## src/rtl/xdec_pkg.sv

```systemverilog
// Package for the x86-64 subset instruction decoder.
// Holds the item types, the kind codes and the opcode constants.
// No dependencies.
package xdec_pkg;

  // Kind codes of a decoded instruction.
  localparam logic [3:0] KIND_NOP     = 4'd0;
  localparam logic [3:0] KIND_MOVIMM  = 4'd1;
  localparam logic [3:0] KIND_CALL    = 4'd2;
  localparam logic [3:0] KIND_RET     = 4'd3;
  localparam logic [3:0] KIND_SYSCALL = 4'd4;
  localparam logic [3:0] KIND_PUSH    = 4'd5;
  localparam logic [3:0] KIND_POP     = 4'd6;
  localparam logic [3:0] KIND_JMP8    = 4'd7;
  localparam logic [3:0] KIND_JMP32   = 4'd8;
  localparam logic [3:0] KIND_JZ      = 4'd9;
  localparam logic [3:0] KIND_JNZ     = 4'd10;
  localparam logic [3:0] KIND_LEA     = 4'd11;
  localparam logic [3:0] KIND_CMPIMM  = 4'd12;
  localparam logic [3:0] KIND_XOR     = 4'd13;
  localparam logic [3:0] KIND_UNKNOWN = 4'd14;

  // Opcode bytes.
  localparam logic [7:0] OP_ENDBR_0  = 8'hF3;
  localparam logic [7:0] OP_TWO_BYTE = 8'h0F;
  localparam logic [7:0] OP_ENDBR_2  = 8'h1E;
  localparam logic [7:0] OP_ENDBR_3  = 8'hFA;
  localparam logic [7:0] OP_REX_LO   = 8'h40;
  localparam logic [7:0] OP_REX_HI   = 8'h4F;
  localparam logic [7:0] OP_MOV_LO   = 8'hB8;
  localparam logic [7:0] OP_MOV_HI   = 8'hBF;
  localparam logic [7:0] OP_CALL     = 8'hE8;
  localparam logic [7:0] OP_JMP32    = 8'hE9;
  localparam logic [7:0] OP_RET      = 8'hC3;
  localparam logic [7:0] OP_SYSCALL2 = 8'h05;
  localparam logic [7:0] OP_PUSH_LO  = 8'h50;
  localparam logic [7:0] OP_POP_LO   = 8'h58;
  localparam logic [7:0] OP_POP_HI   = 8'h5F;
  localparam logic [7:0] OP_JMP8     = 8'hEB;
  localparam logic [7:0] OP_JZ       = 8'h74;
  localparam logic [7:0] OP_JNZ      = 8'h75;
  localparam logic [7:0] OP_LEA      = 8'h8D;
  localparam logic [7:0] OP_GRP1_I8  = 8'h83;
  localparam logic [7:0] OP_XOR      = 8'h31;

  // ModRM masks for the RIP-relative and CMP forms.
  localparam logic [7:0] MODRM_RIP_MASK = 8'hC7;
  localparam logic [7:0] MODRM_RIP_VAL  = 8'h05;
  localparam logic [7:0] MODRM_REG_MASK = 8'h38;

  // One input item: the byte window and the instruction address.
  typedef struct packed {
    logic [63:0] bytes_low;
    logic [15:0] bytes_high;
    logic [63:0] instr_addr;
  } in_item_t;

  // One result item.
  typedef struct packed {
    logic [3:0]  kind;
    logic [3:0]  first_reg;
    logic [3:0]  second_reg;
    logic [63:0] immediate;
    logic [3:0]  length;
  } out_item_t;

endpackage

```

## src/rtl/xdec_decode.sv

```systemverilog
// Combinational decode of one instruction window into a result item.
// Depends on xdec_pkg for the item types and the opcode and kind codes.
module xdec_decode (
  input  xdec_pkg::in_item_t  cmd,
  output xdec_pkg::out_item_t result
);

  logic [79:0] win;
  logic [79:0] sw;
  logic        has_rex;
  logic [7:0]  rex;
  logic [7:0]  op;
  logic [7:0]  modrm;
  logic [3:0]  pre_len;
  logic        is_endbr;
  logic [31:0] disp;
  logic [3:0]  len;

  // Window with byte 0 in the low bits; skip the REX byte when there is one.
  assign win     = {cmd.bytes_high, cmd.bytes_low};
  assign has_rex = (win[7:0] >= xdec_pkg::OP_REX_LO) && (win[7:0] <= xdec_pkg::OP_REX_HI);
  assign rex     = has_rex ? win[7:0] : 8'h00;
  assign sw      = has_rex ? {8'h00, win[79:8]} : win;
  assign op      = sw[7:0];
  assign modrm   = sw[15:8];
  assign disp    = sw[47:16];
  assign pre_len = {3'b000, has_rex};

  assign is_endbr = (win[7:0] == xdec_pkg::OP_ENDBR_0) && (win[15:8] == xdec_pkg::OP_TWO_BYTE)
                 && (win[23:16] == xdec_pkg::OP_ENDBR_2) && (win[31:24] == xdec_pkg::OP_ENDBR_3);

  // Opcode classification and field selection.
  always_comb begin
    result.kind       = xdec_pkg::KIND_UNKNOWN;
    result.first_reg  = 4'd0;
    result.second_reg = 4'd0;
    result.immediate  = 64'd0;
    result.length     = 4'd1;
    len               = pre_len + 4'd6;
    if (is_endbr) begin
      result.kind   = xdec_pkg::KIND_NOP;
      result.length = 4'd4;
    end else if (op >= xdec_pkg::OP_MOV_LO && op <= xdec_pkg::OP_MOV_HI) begin
      result.kind      = xdec_pkg::KIND_MOVIMM;
      result.first_reg = {rex[0], op[2:0]};
      if (rex[3]) begin
        result.immediate = sw[71:8];
        result.length    = pre_len + 4'd9;
      end else begin
        result.immediate = {32'd0, sw[39:8]};
        result.length    = pre_len + 4'd5;
      end
    end else if (op == xdec_pkg::OP_CALL || op == xdec_pkg::OP_JMP32) begin
      result.kind      = (op == xdec_pkg::OP_CALL) ? xdec_pkg::KIND_CALL
                                                   : xdec_pkg::KIND_JMP32;
      result.immediate = {32'd0, sw[39:8]};
      result.length    = pre_len + 4'd5;
    end else if (op == xdec_pkg::OP_RET) begin
      result.kind   = xdec_pkg::KIND_RET;
      result.length = pre_len + 4'd1;
    end else if (op == xdec_pkg::OP_TWO_BYTE && modrm == xdec_pkg::OP_SYSCALL2) begin
      result.kind   = xdec_pkg::KIND_SYSCALL;
      result.length = pre_len + 4'd2;
    end else if (op >= xdec_pkg::OP_PUSH_LO && op <= xdec_pkg::OP_POP_HI) begin
      result.kind      = (op < xdec_pkg::OP_POP_LO) ? xdec_pkg::KIND_PUSH
                                                    : xdec_pkg::KIND_POP;
      result.first_reg = {rex[0], op[2:0]};
      result.length    = pre_len + 4'd1;
    end else if (op == xdec_pkg::OP_JMP8 || op == xdec_pkg::OP_JZ
              || op == xdec_pkg::OP_JNZ) begin
      if (op == xdec_pkg::OP_JMP8) begin
        result.kind = xdec_pkg::KIND_JMP8;
      end else if (op == xdec_pkg::OP_JZ) begin
        result.kind = xdec_pkg::KIND_JZ;
      end else begin
        result.kind = xdec_pkg::KIND_JNZ;
      end
      result.immediate = {{56{modrm[7]}}, modrm};
      result.length    = pre_len + 4'd2;
    end else if (op == xdec_pkg::OP_LEA
              && (modrm & xdec_pkg::MODRM_RIP_MASK) == xdec_pkg::MODRM_RIP_VAL) begin
      // Target is the address of the next instruction plus disp32.
      result.kind      = xdec_pkg::KIND_LEA;
      result.first_reg = {rex[2], modrm[5:3]};
      result.length    = len;
      result.immediate = cmd.instr_addr + {60'd0, len} + {{32{disp[31]}}, disp};
    end else if (op == xdec_pkg::OP_GRP1_I8
              && (modrm & xdec_pkg::MODRM_REG_MASK) == xdec_pkg::MODRM_REG_MASK) begin
      result.kind      = xdec_pkg::KIND_CMPIMM;
      result.first_reg = {rex[0], modrm[2:0]};
      result.immediate = {{56{sw[23]}}, sw[23:16]};
      result.length    = pre_len + 4'd3;
    end else if (op == xdec_pkg::OP_XOR) begin
      result.kind       = xdec_pkg::KIND_XOR;
      result.first_reg  = {rex[0], modrm[2:0]};
      result.second_reg = {rex[2], modrm[5:3]};
      result.length     = pre_len + 4'd2;
    end
  end

endmodule

```

## src/rtl/x86_64_subset_instruction_decoder.sv

```systemverilog
// Top level of the x86-64 subset instruction decoder.
// Depends on xdec_pkg and xdec_decode.
//
// Usage:
//   An item (a ten-byte instruction window and its address) is taken on the
//   cmd port at each rising edge where start is high and busy is low. busy
//   is held low, so an item may be offered in every cycle.
//   Each item gives exactly one result item on the result port, marked by a
//   one-cycle done strobe. The receiver has no way to hold results off, and
//   none is needed: results leave at the rate items arrive.
// Datapath and throughput:
//   The item is captured in an input register, decoded by one combinational
//   pass (byte selection and a three-term 64-bit sum for the LEA target), and
//   captured in the result register. done rises at the edge after the one
//   that accepted the item, and the result register is loaded at that edge
//   too. One item per cycle is sustained.
// Reset:
//   rst is synchronous and active high. It drops every item in flight; no
//   done strobe follows for items accepted before or during reset.
module x86_64_subset_instruction_decoder (
  input  logic                clk,
  input  logic                rst,
  input  logic                start,
  output logic                busy,
  input  xdec_pkg::in_item_t  cmd,
  output logic                done,
  output xdec_pkg::out_item_t result
);

  logic                in_valid;
  xdec_pkg::in_item_t  in_item;
  xdec_pkg::out_item_t dec_item;

  assign busy = 1'b0;

  // Input register.
  always_ff @(posedge clk) begin
    if (rst) begin
      in_valid <= 1'b0;
    end else begin
      in_valid <= start && !busy;
    end
  end

  always_ff @(posedge clk) begin
    if (start && !busy) begin
      in_item <= cmd;
    end
  end

  xdec_decode u_decode (
    .cmd    (in_item),
    .result (dec_item)
  );

  // Result register.
  always_ff @(posedge clk) begin
    if (rst) begin
      done <= 1'b0;
    end else begin
      done <= in_valid;
    end
  end

  always_ff @(posedge clk) begin
    if (in_valid) begin
      result <= dec_item;
    end
  end

  // Every result traces back to an accepted item, with no reset in between.
  a_done_from_start: assert property (@(posedge clk) disable iff (rst)
    done |-> ($past(start, 2) && !$past(rst, 2) && !$past(rst, 1)))
    else $error("done without an accepted item");

  // Lengths stay within the ten-byte window.
  a_length_range: assert property (@(posedge clk) disable iff (rst)
    done |-> (result.length >= 4'd1 && result.length <= 4'd10))
    else $error("result length out of range");

  // Unknown instructions consume one byte.
  a_unknown_len: assert property (@(posedge clk) disable iff (rst)
    (done && result.kind == xdec_pkg::KIND_UNKNOWN) |-> (result.length == 4'd1))
    else $error("unknown instruction with length other than one");

  // Only XOR carries a second register.
  a_second_reg: assert property (@(posedge clk) disable iff (rst)
    (done && result.second_reg != 4'd0) |-> (result.kind == xdec_pkg::KIND_XOR))
    else $error("second register set on a non-XOR result");

endmodule

```

## config.mk

```make
export PLATFORM = sky130hd
export DESIGN_NAME = x86_64_subset_instruction_decoder
export DESIGN_NICKNAME = d
export VERILOG_FILES = /design/src/rtl/xdec_pkg.sv /design/src/rtl/xdec_decode.sv /design/src/rtl/x86_64_subset_instruction_decoder.sv
export SDC_FILE = /design/constraint.sdc
export NUM_CORES = 1
export LEC_CHECK = 0
export BUFFER_PORTS_ARGS = -buffer_cell sky130_fd_sc_hd__buf_2
export CAP_MARGIN = 15
export CORE_UTILIZATION = 39
export DETAILED_ROUTE_END_ITERATION = 7
export MAX_ROUTING_LAYER = met4
export SLEW_MARGIN = 10
export SYNTH_ARGS = -nofsm -noshare
export SYNTH_HDL_FRONTEND = slang
export SYNTH_SLANG_ARGS = --single-unit
```

## constraint.sdc

```tcl
create_clock -name clk -period 11.42 [get_ports clk]
set_clock_uncertainty 0.15 [all_clocks]
set_input_delay 1.142 -clock clk [delete_from_list [all_inputs] [get_ports clk]]
set_output_delay 1.142 -clock clk [all_outputs]
set_load 0.01 [all_outputs]
```

# Word level (Yosys, flattened, before mapping)
# Index checks and enable logic that the tools add are counted.
[classes]
add_sub_neg = 8
n_lt_le_gt_ge = 7
n_eq_ne = 17
mux = 51
reduce_logical = 14
[op_table]
columns = ["cell", "count"]
rows = [
  ["two-way mux 68 bit", 7],
  ["two-way mux 72 bit", 3],
  ["two-way mux 12 bit", 9],
  ["two-way mux 8 bit", 13],
  ["adder 64 x 4 -> 64 bit", 1],
  ["adder 64 bit", 1],
  ["== test 8 bit (second input constant)", 8],
  ["two-way mux 64 bit", 1],
  ["two-way mux 4 bit", 14],
  ["== test 8 x 4 -> 1 bit (second input constant)", 2],
  ["== test 8 x 7 -> 1 bit (second input constant)", 2],
  [">= comparator 8 x 7 -> 1 bit (second input constant)", 2],
  ["<= comparator 8 x 7 -> 1 bit (second input constant)", 2],
  ["two-way mux 10 bit", 1],
  ["logical AND 1 bit", 9],
  ["adder 1 x 3 -> 4 bit (second input constant)", 2],
  ["== test 8 x 3 -> 1 bit (second input constant)", 1],
  ["== test 8 x 5 -> 1 bit (second input constant)", 1],
  ["== test 8 x 6 -> 1 bit (second input constant)", 1],
  [">= comparator 8 bit (second input constant)", 1],
  ["<= comparator 8 bit (second input constant)", 1],
  ["less-than comparator 8 x 7 -> 1 bit (second input constant)", 1],
  ["adder 1 x 2 -> 3 bit (second input constant)", 2],
  ["OR reduction 6 bit", 1],
  ["other kinds (8)", 11],
]
[totals]
regBits = 226
input_bits = 147
out_inout_bits = 82
elab_cells = 108

# Logic depth before layout (Yosys ltp)
# Gate-level depths: netlist of the first run.
[depth]
depth_word = 30
mapped_depth = 23
ltp_nobuf = 20

# By module
# Synthesis of the first run repeated with hierarchy kept, for this count alone.
[unflattened]
cells_unflattened = 1249
area_unflattened_um2 = 13605.5
[by_module_without_submodules]
columns = ["mod", "n_inst", "cells_per_inst", "area_per_inst_um2", "seq_area_each_um2"]
rows = [
  ["xdec_decode", 1, 1019, 6815.3, 0.0],
  ["x86_64_subset_instruction_decoder", 1, 230, 6790.3, 6766.5],
]

# Least setup slack after synthesis of the first run
# OpenSTA, ideal clock, no wires.
[synth_path]
kind = "register to register"
from = "reg in_item[85] (netlist bit)"
to = "reg result[66] (netlist bit), data pin"
setup_time_ps = 265
t_arrival_ps = 4768
t_required_ps = 11005
setup_slack_ps = 6237
path_stages_with_launch = 21
n_path_buf = 3
period_less_slack_ps = 5183
cell_sequence = "edfxtp_1 nor2_4 nand2_4 inv_6 buf_6 clkbuf_1 buf_1 mux2i_1 inv_1 fa_1 ha_1 a211oi_1 o21ai_1 a31oi_1 o21ai_1 o31a_1 a211o_1 and3b_1 or4_1 a21oi_1 o21ai_1"
[synth_via]
elab_chain_len = 14
elab_cells_between_ends = 46
[synth_lines]
columns = ["item", "line_no", "rtl"]
rows = [
  ["start: declaration", "x86_64_subset_instruction_decoder.sv:31", "xdec_pkg::in_item_t in_item;"],
  ["start signal: assignment", "x86_64_subset_instruction_decoder.sv:47", "in_item <= cmd;"],
  ["branches (longest 14 deep; another with adder 64 x 4 -> 64 bit)", "-", ""],
  ["end signal: assignment", "x86_64_subset_instruction_decoder.sv:67", "result <= dec_item;"],
  ["end: declaration", "x86_64_subset_instruction_decoder.sv:27", "output xdec_pkg::out_item_t result"],
]
# Parallel ways; which one is timed is not known. The select of a mux whose other input is x is not followed.
# A chain may end at the register's enable or synchronous reset.

# Final worst setup path of the first run
[layout_path]
from = "reg in_item[84] (netlist bit)"
to = "reg result[61] (netlist bit), data pin"
# The elaborated chain is that of the path after synthesis.

==> metrics.txt, run 1 <==
status finished clean; hold wc startpoint in_item[67]; CP Data Arrival Time 5.96 ns; crit path time final 5.81 ns; vias in the first global route 10.8k; Vias per Instance 5.67; number of antenna violations at the first check in global routing 0; f_max 172 MHz; crit share post-route 0.508; final setup vio count 0; final hold vios 0; most common flop cell mapped by yosys edfxtp_1; ant diodes 0; Routed wire per std cell 21.6 µm; Worst Max-Slew Pin Slew 1.14 ns; core outline area 34700 µm²; Unique masters post-synth 78; Final GP Congestion 0.936; hpwl dp 32600 µm; H-tree Lvls 1; CTS resizes 0; Worst Hold Class flop to flop; asr flop ratio synth 0; final layout net count 1792; Avg Cell Area, Syn 10.5 µm²; maximum vdd drop 0.128 mV; Final Non-Filler Cells 1992; #FFs+latches synth 226; CTS root buf clkbuf_16; via count 11.3k; filler instances 3309; Static Leak 6.65 nW; CP startpoint in_item[84]; CP Class flop to flop; Reg area 6770 µm²; Clock transition at path regs 0.06 ns; final instance area 16200 µm²; Cells after DPL 1946; Crit. End Element flop; CTS Hold Bufs 0; Post-CTS Setup Repair Bufs 0; Area contributors post-synth edfxtp_1 49%, ha_1 11%, nand2_1 5.3%; register area share after synthesis 0.490; Synth Warn # 0; starting density of the core 0.398; DRT antenna net count 0; chip width 190 µm; Initial DRC Count 920; Sink Count 226; R2R Path Start in_item[84]; Final Util 0.466; maxcap violations 0; worst path required time 11.58 ns; grt total ovfl 0; Max-slew headroom 0.230; area grow syn2layout 17.1%; Die Height 190 µm; CTS max path bufs 3; Netlist Area Pre-Place 13800 µm²; cts bufs inserted 26; worst hold slack 0.388 ns; first-pass GRT wire length 64000 µm; Port Buffers 227; Post-synth EDFFs 224; syn nets 1591; final wirelength 43100 µm; largest net degree at the start of global routing 76; PwrDens 159 nW/µm²; DP Worst Slack 5.83 ns; setup TNS 0 ns; worst-skew pair later-pin latency 0.56 ns; GRT Total Usage 0.241; area leader, netlist edfxtp_1; CTS tree yes; io pins 229; Final Max Tran Viols 0; Pre-antenna DRT Iters 5; RSZ-0062 raised after global routing no; Die ar. 36100 µm²; Synth top area share 0.487; # rows 68; area of the multi-input gates 6650 µm²; DRC violations left 0; Setup crit start kind flop; share of cells above drive strength 1 0.193; Post-DP Area 15300 µm²; crit-path max FO 60; Post-Synthesis Cells 1318; PnR worst setup slack 5.61 ns; Design Power 2.57 mW
==> critical path, stage by stage, from the launching register on <==
cell and delay, ns:
edfxtp_1 0.50, nor2_4 0.21, nand2_4 0.25, inv_6 0.49, mux2i_1 0.31, inv_1 0.11
fa_1 0.39, ha_1 0.23, inv_1 0.08, fa_1 0.19, nand2b_1 0.17, a21oi_1 0.12
o31ai_1 0.63, a21oi_1 0.23, o2bb2ai_1 0.24, a31oi_1 0.40, o21ai_0 0.27, a31oi_1 0.27
mux2i_1 0.20, nor2_1 0.06
==> placed cells by master, fill, tap and decap left out, types with 9 or more instances in the layout <==
master     instances
buf_2            226
nand2b_1          15
nor3_1            14
a21o_1            52
nor4_1            11
a31oi_1           22
nand2_1          195
a21oi_1          120
xor2_1            23
nor2_1            78
a22o_1             9
clkbuf_16         26
inv_1             29
and2_1             9
o21bai_1          13
edfxtp_1         224
xnor2_1           25
o22ai_1           12
nand4_1           25
and3_1            12
mux2i_1           21
ha_1             124
nand3_1           18
o21ai_0           78
==> cell families (layout without fill, tap and decap cells) <==
kind of cell             after synthesis  count (layout)  share of synthesized area
AO/OA/AOI/OAI                        375             375                      0.170
XOR/XNOR                              48              48                     0.0305
adder cells (fa/ha/maj)              126             126                      0.115
buffers and inverters                 93             312                     0.0282
flip-flops                           226             226                      0.490
multiplexers                          27              27                     0.0218
other                                  1               1                   0.000272
AND/OR/NAND/NOR                      422             422                      0.144
==> final timing paths <==
path | to | slack, ns | cells after the start
max reg2reg | result[61] | 5.61 | 19
max | result[61] | 5.61 | 19
min reg2reg | result[55] | 0.39 | 2
min | result[55] | 0.39 | 2
==> registers in the layout, indices dropped and copies added (netlist names) <==
signal	cells
in_item	144
done	1
in_valid	1
result	80
==> layer usage <==
metal  track usage  vias to the layer above  wire length, µm
li1              -                     5345                -
met4        0.0748                        0             1230
met3        0.0406                       66             2910
met5             -                        -                0
met1         0.345                     5412            20500
met2         0.346                      472            18500
==> cell usage after synthesis, types with 3 or more instances <==
master and n:
a211oi_1 7, a21o_1 52, a21oi_1 120, a22o_1 9
a22oi_1 5, a31oi_1 22, a32oi_1 3, and2_1 9
and3_1 12, buf_2 7, buf_6 3, clkbuf_1 49
edfxtp_1 224, ha_1 124, inv_1 29, mux2_2 3
mux2i_1 21, nand2_1 195, nand2b_1 15, nand3_1 18
nand4_1 25, nor2_1 79, nor2_2 3, nor2b_1 8
nor3_1 14, nor3b_1 4, nor4_1 11, o211ai_1 8
o21a_1 6, o21ai_0 78, o21ai_1 3, o21bai_1 13
o221ai_1 4, o22ai_1 12, o2bb2ai_1 6, o31ai_1 6
or2_2 4, or3_1 5, or4_1 4, xnor2_1 25
xor2_1 23
==> power by group <==
| group | total (mW) | switching (mW) | internal (mW) |
|---|---|---|---|
| Combinational | 0.698 | 0.438 | 0.260 |
| Clock | 0.848 | 0.341 | 0.508 |
| Sequential | 1.02 | 0.0412 | 0.979 |
==> layout make-up <==
| cell class | instances | share of cell area |
|---|---|---|
| flip-flops and latches | 226 | 0.419 |
| multi-input cells | 999 | 0.411 |
| repair buffers | 235 | 0.0744 |
| clock buffers | 32 | 0.0416 |
| well taps | 455 | 0.0352 |
| clock inverters | 14 | 0.0113 |
| inverters | 31 | 0.00751 |
(Power assumes the default switching activity.)
==> inputs of run 2 (changes only) <==
clock period = 6 ns   (was 11.42 ns; I/O delays follow)
==> run 2 against run 1 <==
Compared with the run above: setup slack worse by 5.0 ns; critical path depth is 1 higher; final cell count is 0.45% higher; utilization is 0.17 points higher; sequential cell count stayed put; worst hold slack worse by 0.33 ns; largest power group unchanged.
==> metrics.txt, run 2 (synthesis results as in run 1) <==
Die Height 190 µm (unchanged); first-pass GRT wire length 65900 µm (+3.0%); Vias per Instance 5.65 (-0.30%); Pre-antenna DRT Iters 7 (+2); FF-to-FF path depth 20 (+1); R2R Path Start in_item[84]; core outline area 34700 µm² (unchanged); Setup crit start kind flop; CP Data Arrival Time 5.59 ns (-0.37 ns); final setup vio count 0 (unchanged); vias in the first global route 11.1k (+2.9%); GRT Total Usage 0.247 (+0.00586); DRT antenna net count 0 (unchanged); CP Class flop to flop; H-tree Lvls 1 (unchanged); hold wc startpoint rst; filler instances 3337 (+0.85%); Worst Hold Class input pin to flop; CTS Hold Bufs 0 (unchanged); final instance area 16200 µm² (+0.36%); grt total ovfl 0 (unchanged); Post-CTS Setup Repair Bufs 0 (unchanged); DP Worst Slack 0.632 ns (-5.20 ns); CP Cell Sequence nor2_4, nand2_4, inv_6, mux2i_1, ha_1, inv_1, ha_1, inv_1, fa_1, nand2b_1, a21oi_1, o31ai_1, buf_4, a21oi_1, o2bb2ai_1, a31oi_1, o21ai_0, a31oi_1, mux2i_1, nor2_1; number of antenna violations at the first check in global routing 0 (unchanged); Routed wire per std cell 21.8 µm (+0.91%); status finished clean; DRC violations left 0 (unchanged); Initial DRC Count 913 (-0.76%); CP startpoint in_item[84]; Sink Count 226 (unchanged); PnR worst setup slack 0.570 ns (-5.04 ns); final hold vios 0 (unchanged); area grow syn2layout 17.6%; CTS root buf clkbuf_16; Max-slew headroom 0.216 (-0.0144); final layout net count 1799 (+0.39%); Reg area 6770 µm² (unchanged); crit share post-route 0.905 (+0.397); crit path time final 5.43 ns (-0.376 ns); Largest register FFs 144 (unchanged); most used cells in the layout excluding fill and tap cells 226 x buf_2, 224 x edfxtp_1, 195 x nand2_1, 124 x ha_1, 120 x a21oi_1; Top Registers in_item (144), result (80); worst-skew pair later-pin latency 0.56 ns (about the same); Static Leak 6.69 nW (+0.56%); final wirelength 43700 µm (+1.4%); largest net degree at the start of global routing 87 (+14%); hold path depth 2 (unchanged); share of cells above drive strength 1 0.200 (+0.00664); CTS resizes 0 (unchanged); ant diodes 0 (unchanged); Clock transition at path regs 0.06 ns (about the same); Crit. End Element flop; chip width 190 µm (unchanged); # rows 68 (unchanged); setup TNS 0 ns (unchanged); Die ar. 36100 µm² (unchanged); io pins 229 (unchanged); Final Max Tran Viols 0 (unchanged); CTS max path bufs 3 (unchanged); hpwl dp 33600 µm (+3.2%); area of the multi-input gates 6650 µm² (about the same); starting density of the core 0.398 (unchanged); worst hold slack 0.0552 ns (-0.332 ns); Port Buffers 227 (unchanged); f_max 184 MHz (+6.9%); via count 11.3k (+0.15%); RSZ-0062 raised after global routing no; most common cell after layout, fill and taps aside buf_2; Final GP Congestion 0.954 (+1.9%); cts bufs inserted 26 (unchanged); Reg with most FFs in_item; crit-path max FO 43 (-28%); PwrDens 299 nW/µm² (+89%); maxcap violations 0 (unchanged); slowest cell on the critical path edfxtp_1; CTS tree yes; Worst Max-Slew Pin Slew 1.17 ns (+0.0214 ns); maximum vdd drop 0.224 mV (+74%); Post-DP Area 15400 µm² (+0.35%); worst path required time 6.16 ns (-5.42 ns); crit-path max cell delay 0.50 ns (-0.13 ns)
[run 2: cell count changes in the layout (fill, tap and decap cells not counted)]
cell        previous run  this run
and3_1                12        11
clkinv_1               5         8
clkinv_2               2         4
clkinvlp_4             0         1
clkinv_8               1         2
and3_2                 0         1
clkbuf_1               6         1
inv_6                  1         2
bufinv_16              4         3
buf_4                  8        15
[run 2: final cells by class]
cell class	count	area share
repair buffers	242	0.0773
clock inverters	21	0.0127
flip-flops and latches	226	0.417
inverters	31	0.00748
multi-input cells	999	0.410
clock buffers	27	0.0403
well taps	455	0.0351
[run 2: path summary, 6_finish.rpt]
path                              endpoint  slack [ns]
worst max-delay path            result[61]        0.57
worst min-delay path              in_valid        0.06
worst max register to register  result[61]        0.57
worst min register to register  result[54]        0.37
[run 2: power breakdown]
part / switching (mW) / leakage [nW] / internal, mW / total, mW
logic: 0.835 / 4.18 / 0.496 / 1.33
clock network: 0.658 / 0.419 / 0.927 / 1.58
registers: 0.0794 / 2.09 / 1.86 / 1.94
total: 1.57 / 6.69 / 3.29 / 4.86
[run 2: through the flow]
| step | utilization | instances | power, mW |
|---|---|---|---|
| 6_report | 0.467 | 2001 | 4.86 |
| 5_1_grt | 0.467 | 2001 | 5.10 |
| 4_1_cts | 0.467 | 2001 | 4.88 |
| 3_5_place_dp | 0.443 | 1953 | 3.28 |
| 3_3_place_gp | 0.443 | 1953 | 3.30 |
| 2_1_floorplan | - | 1318 | 2.84 |
[run 2: worst max-delay path, delay by kind of cell, from the launching register on]
| kind | cells | cell delay (ns) |
|---|---|---|
| AOI/OAI and AO/OA | 7 | 1.79 |
| adders and majority gates | 3 | 0.88 |
| and+or+nand+nor | 4 | 0.65 |
| buffers and inverters | 4 | 0.62 |
| muxes | 2 | 0.56 |
| DFF | 1 | 0.50 |
[run 2: metal layers]
layer | wire, µm | GRT usage | share of wire | up-vias
met1 | 21400 | 0.365 | 0.49 | 5447
met4 | 1280 | 0.0735 | 0.029 | 0
met2 | 18400 | 0.349 | 0.42 | 424
li1 | - | - | - | 5366
met5 | 0 | - | 0 | -
met3 | 2630 | 0.0330 | 0.060 | 75
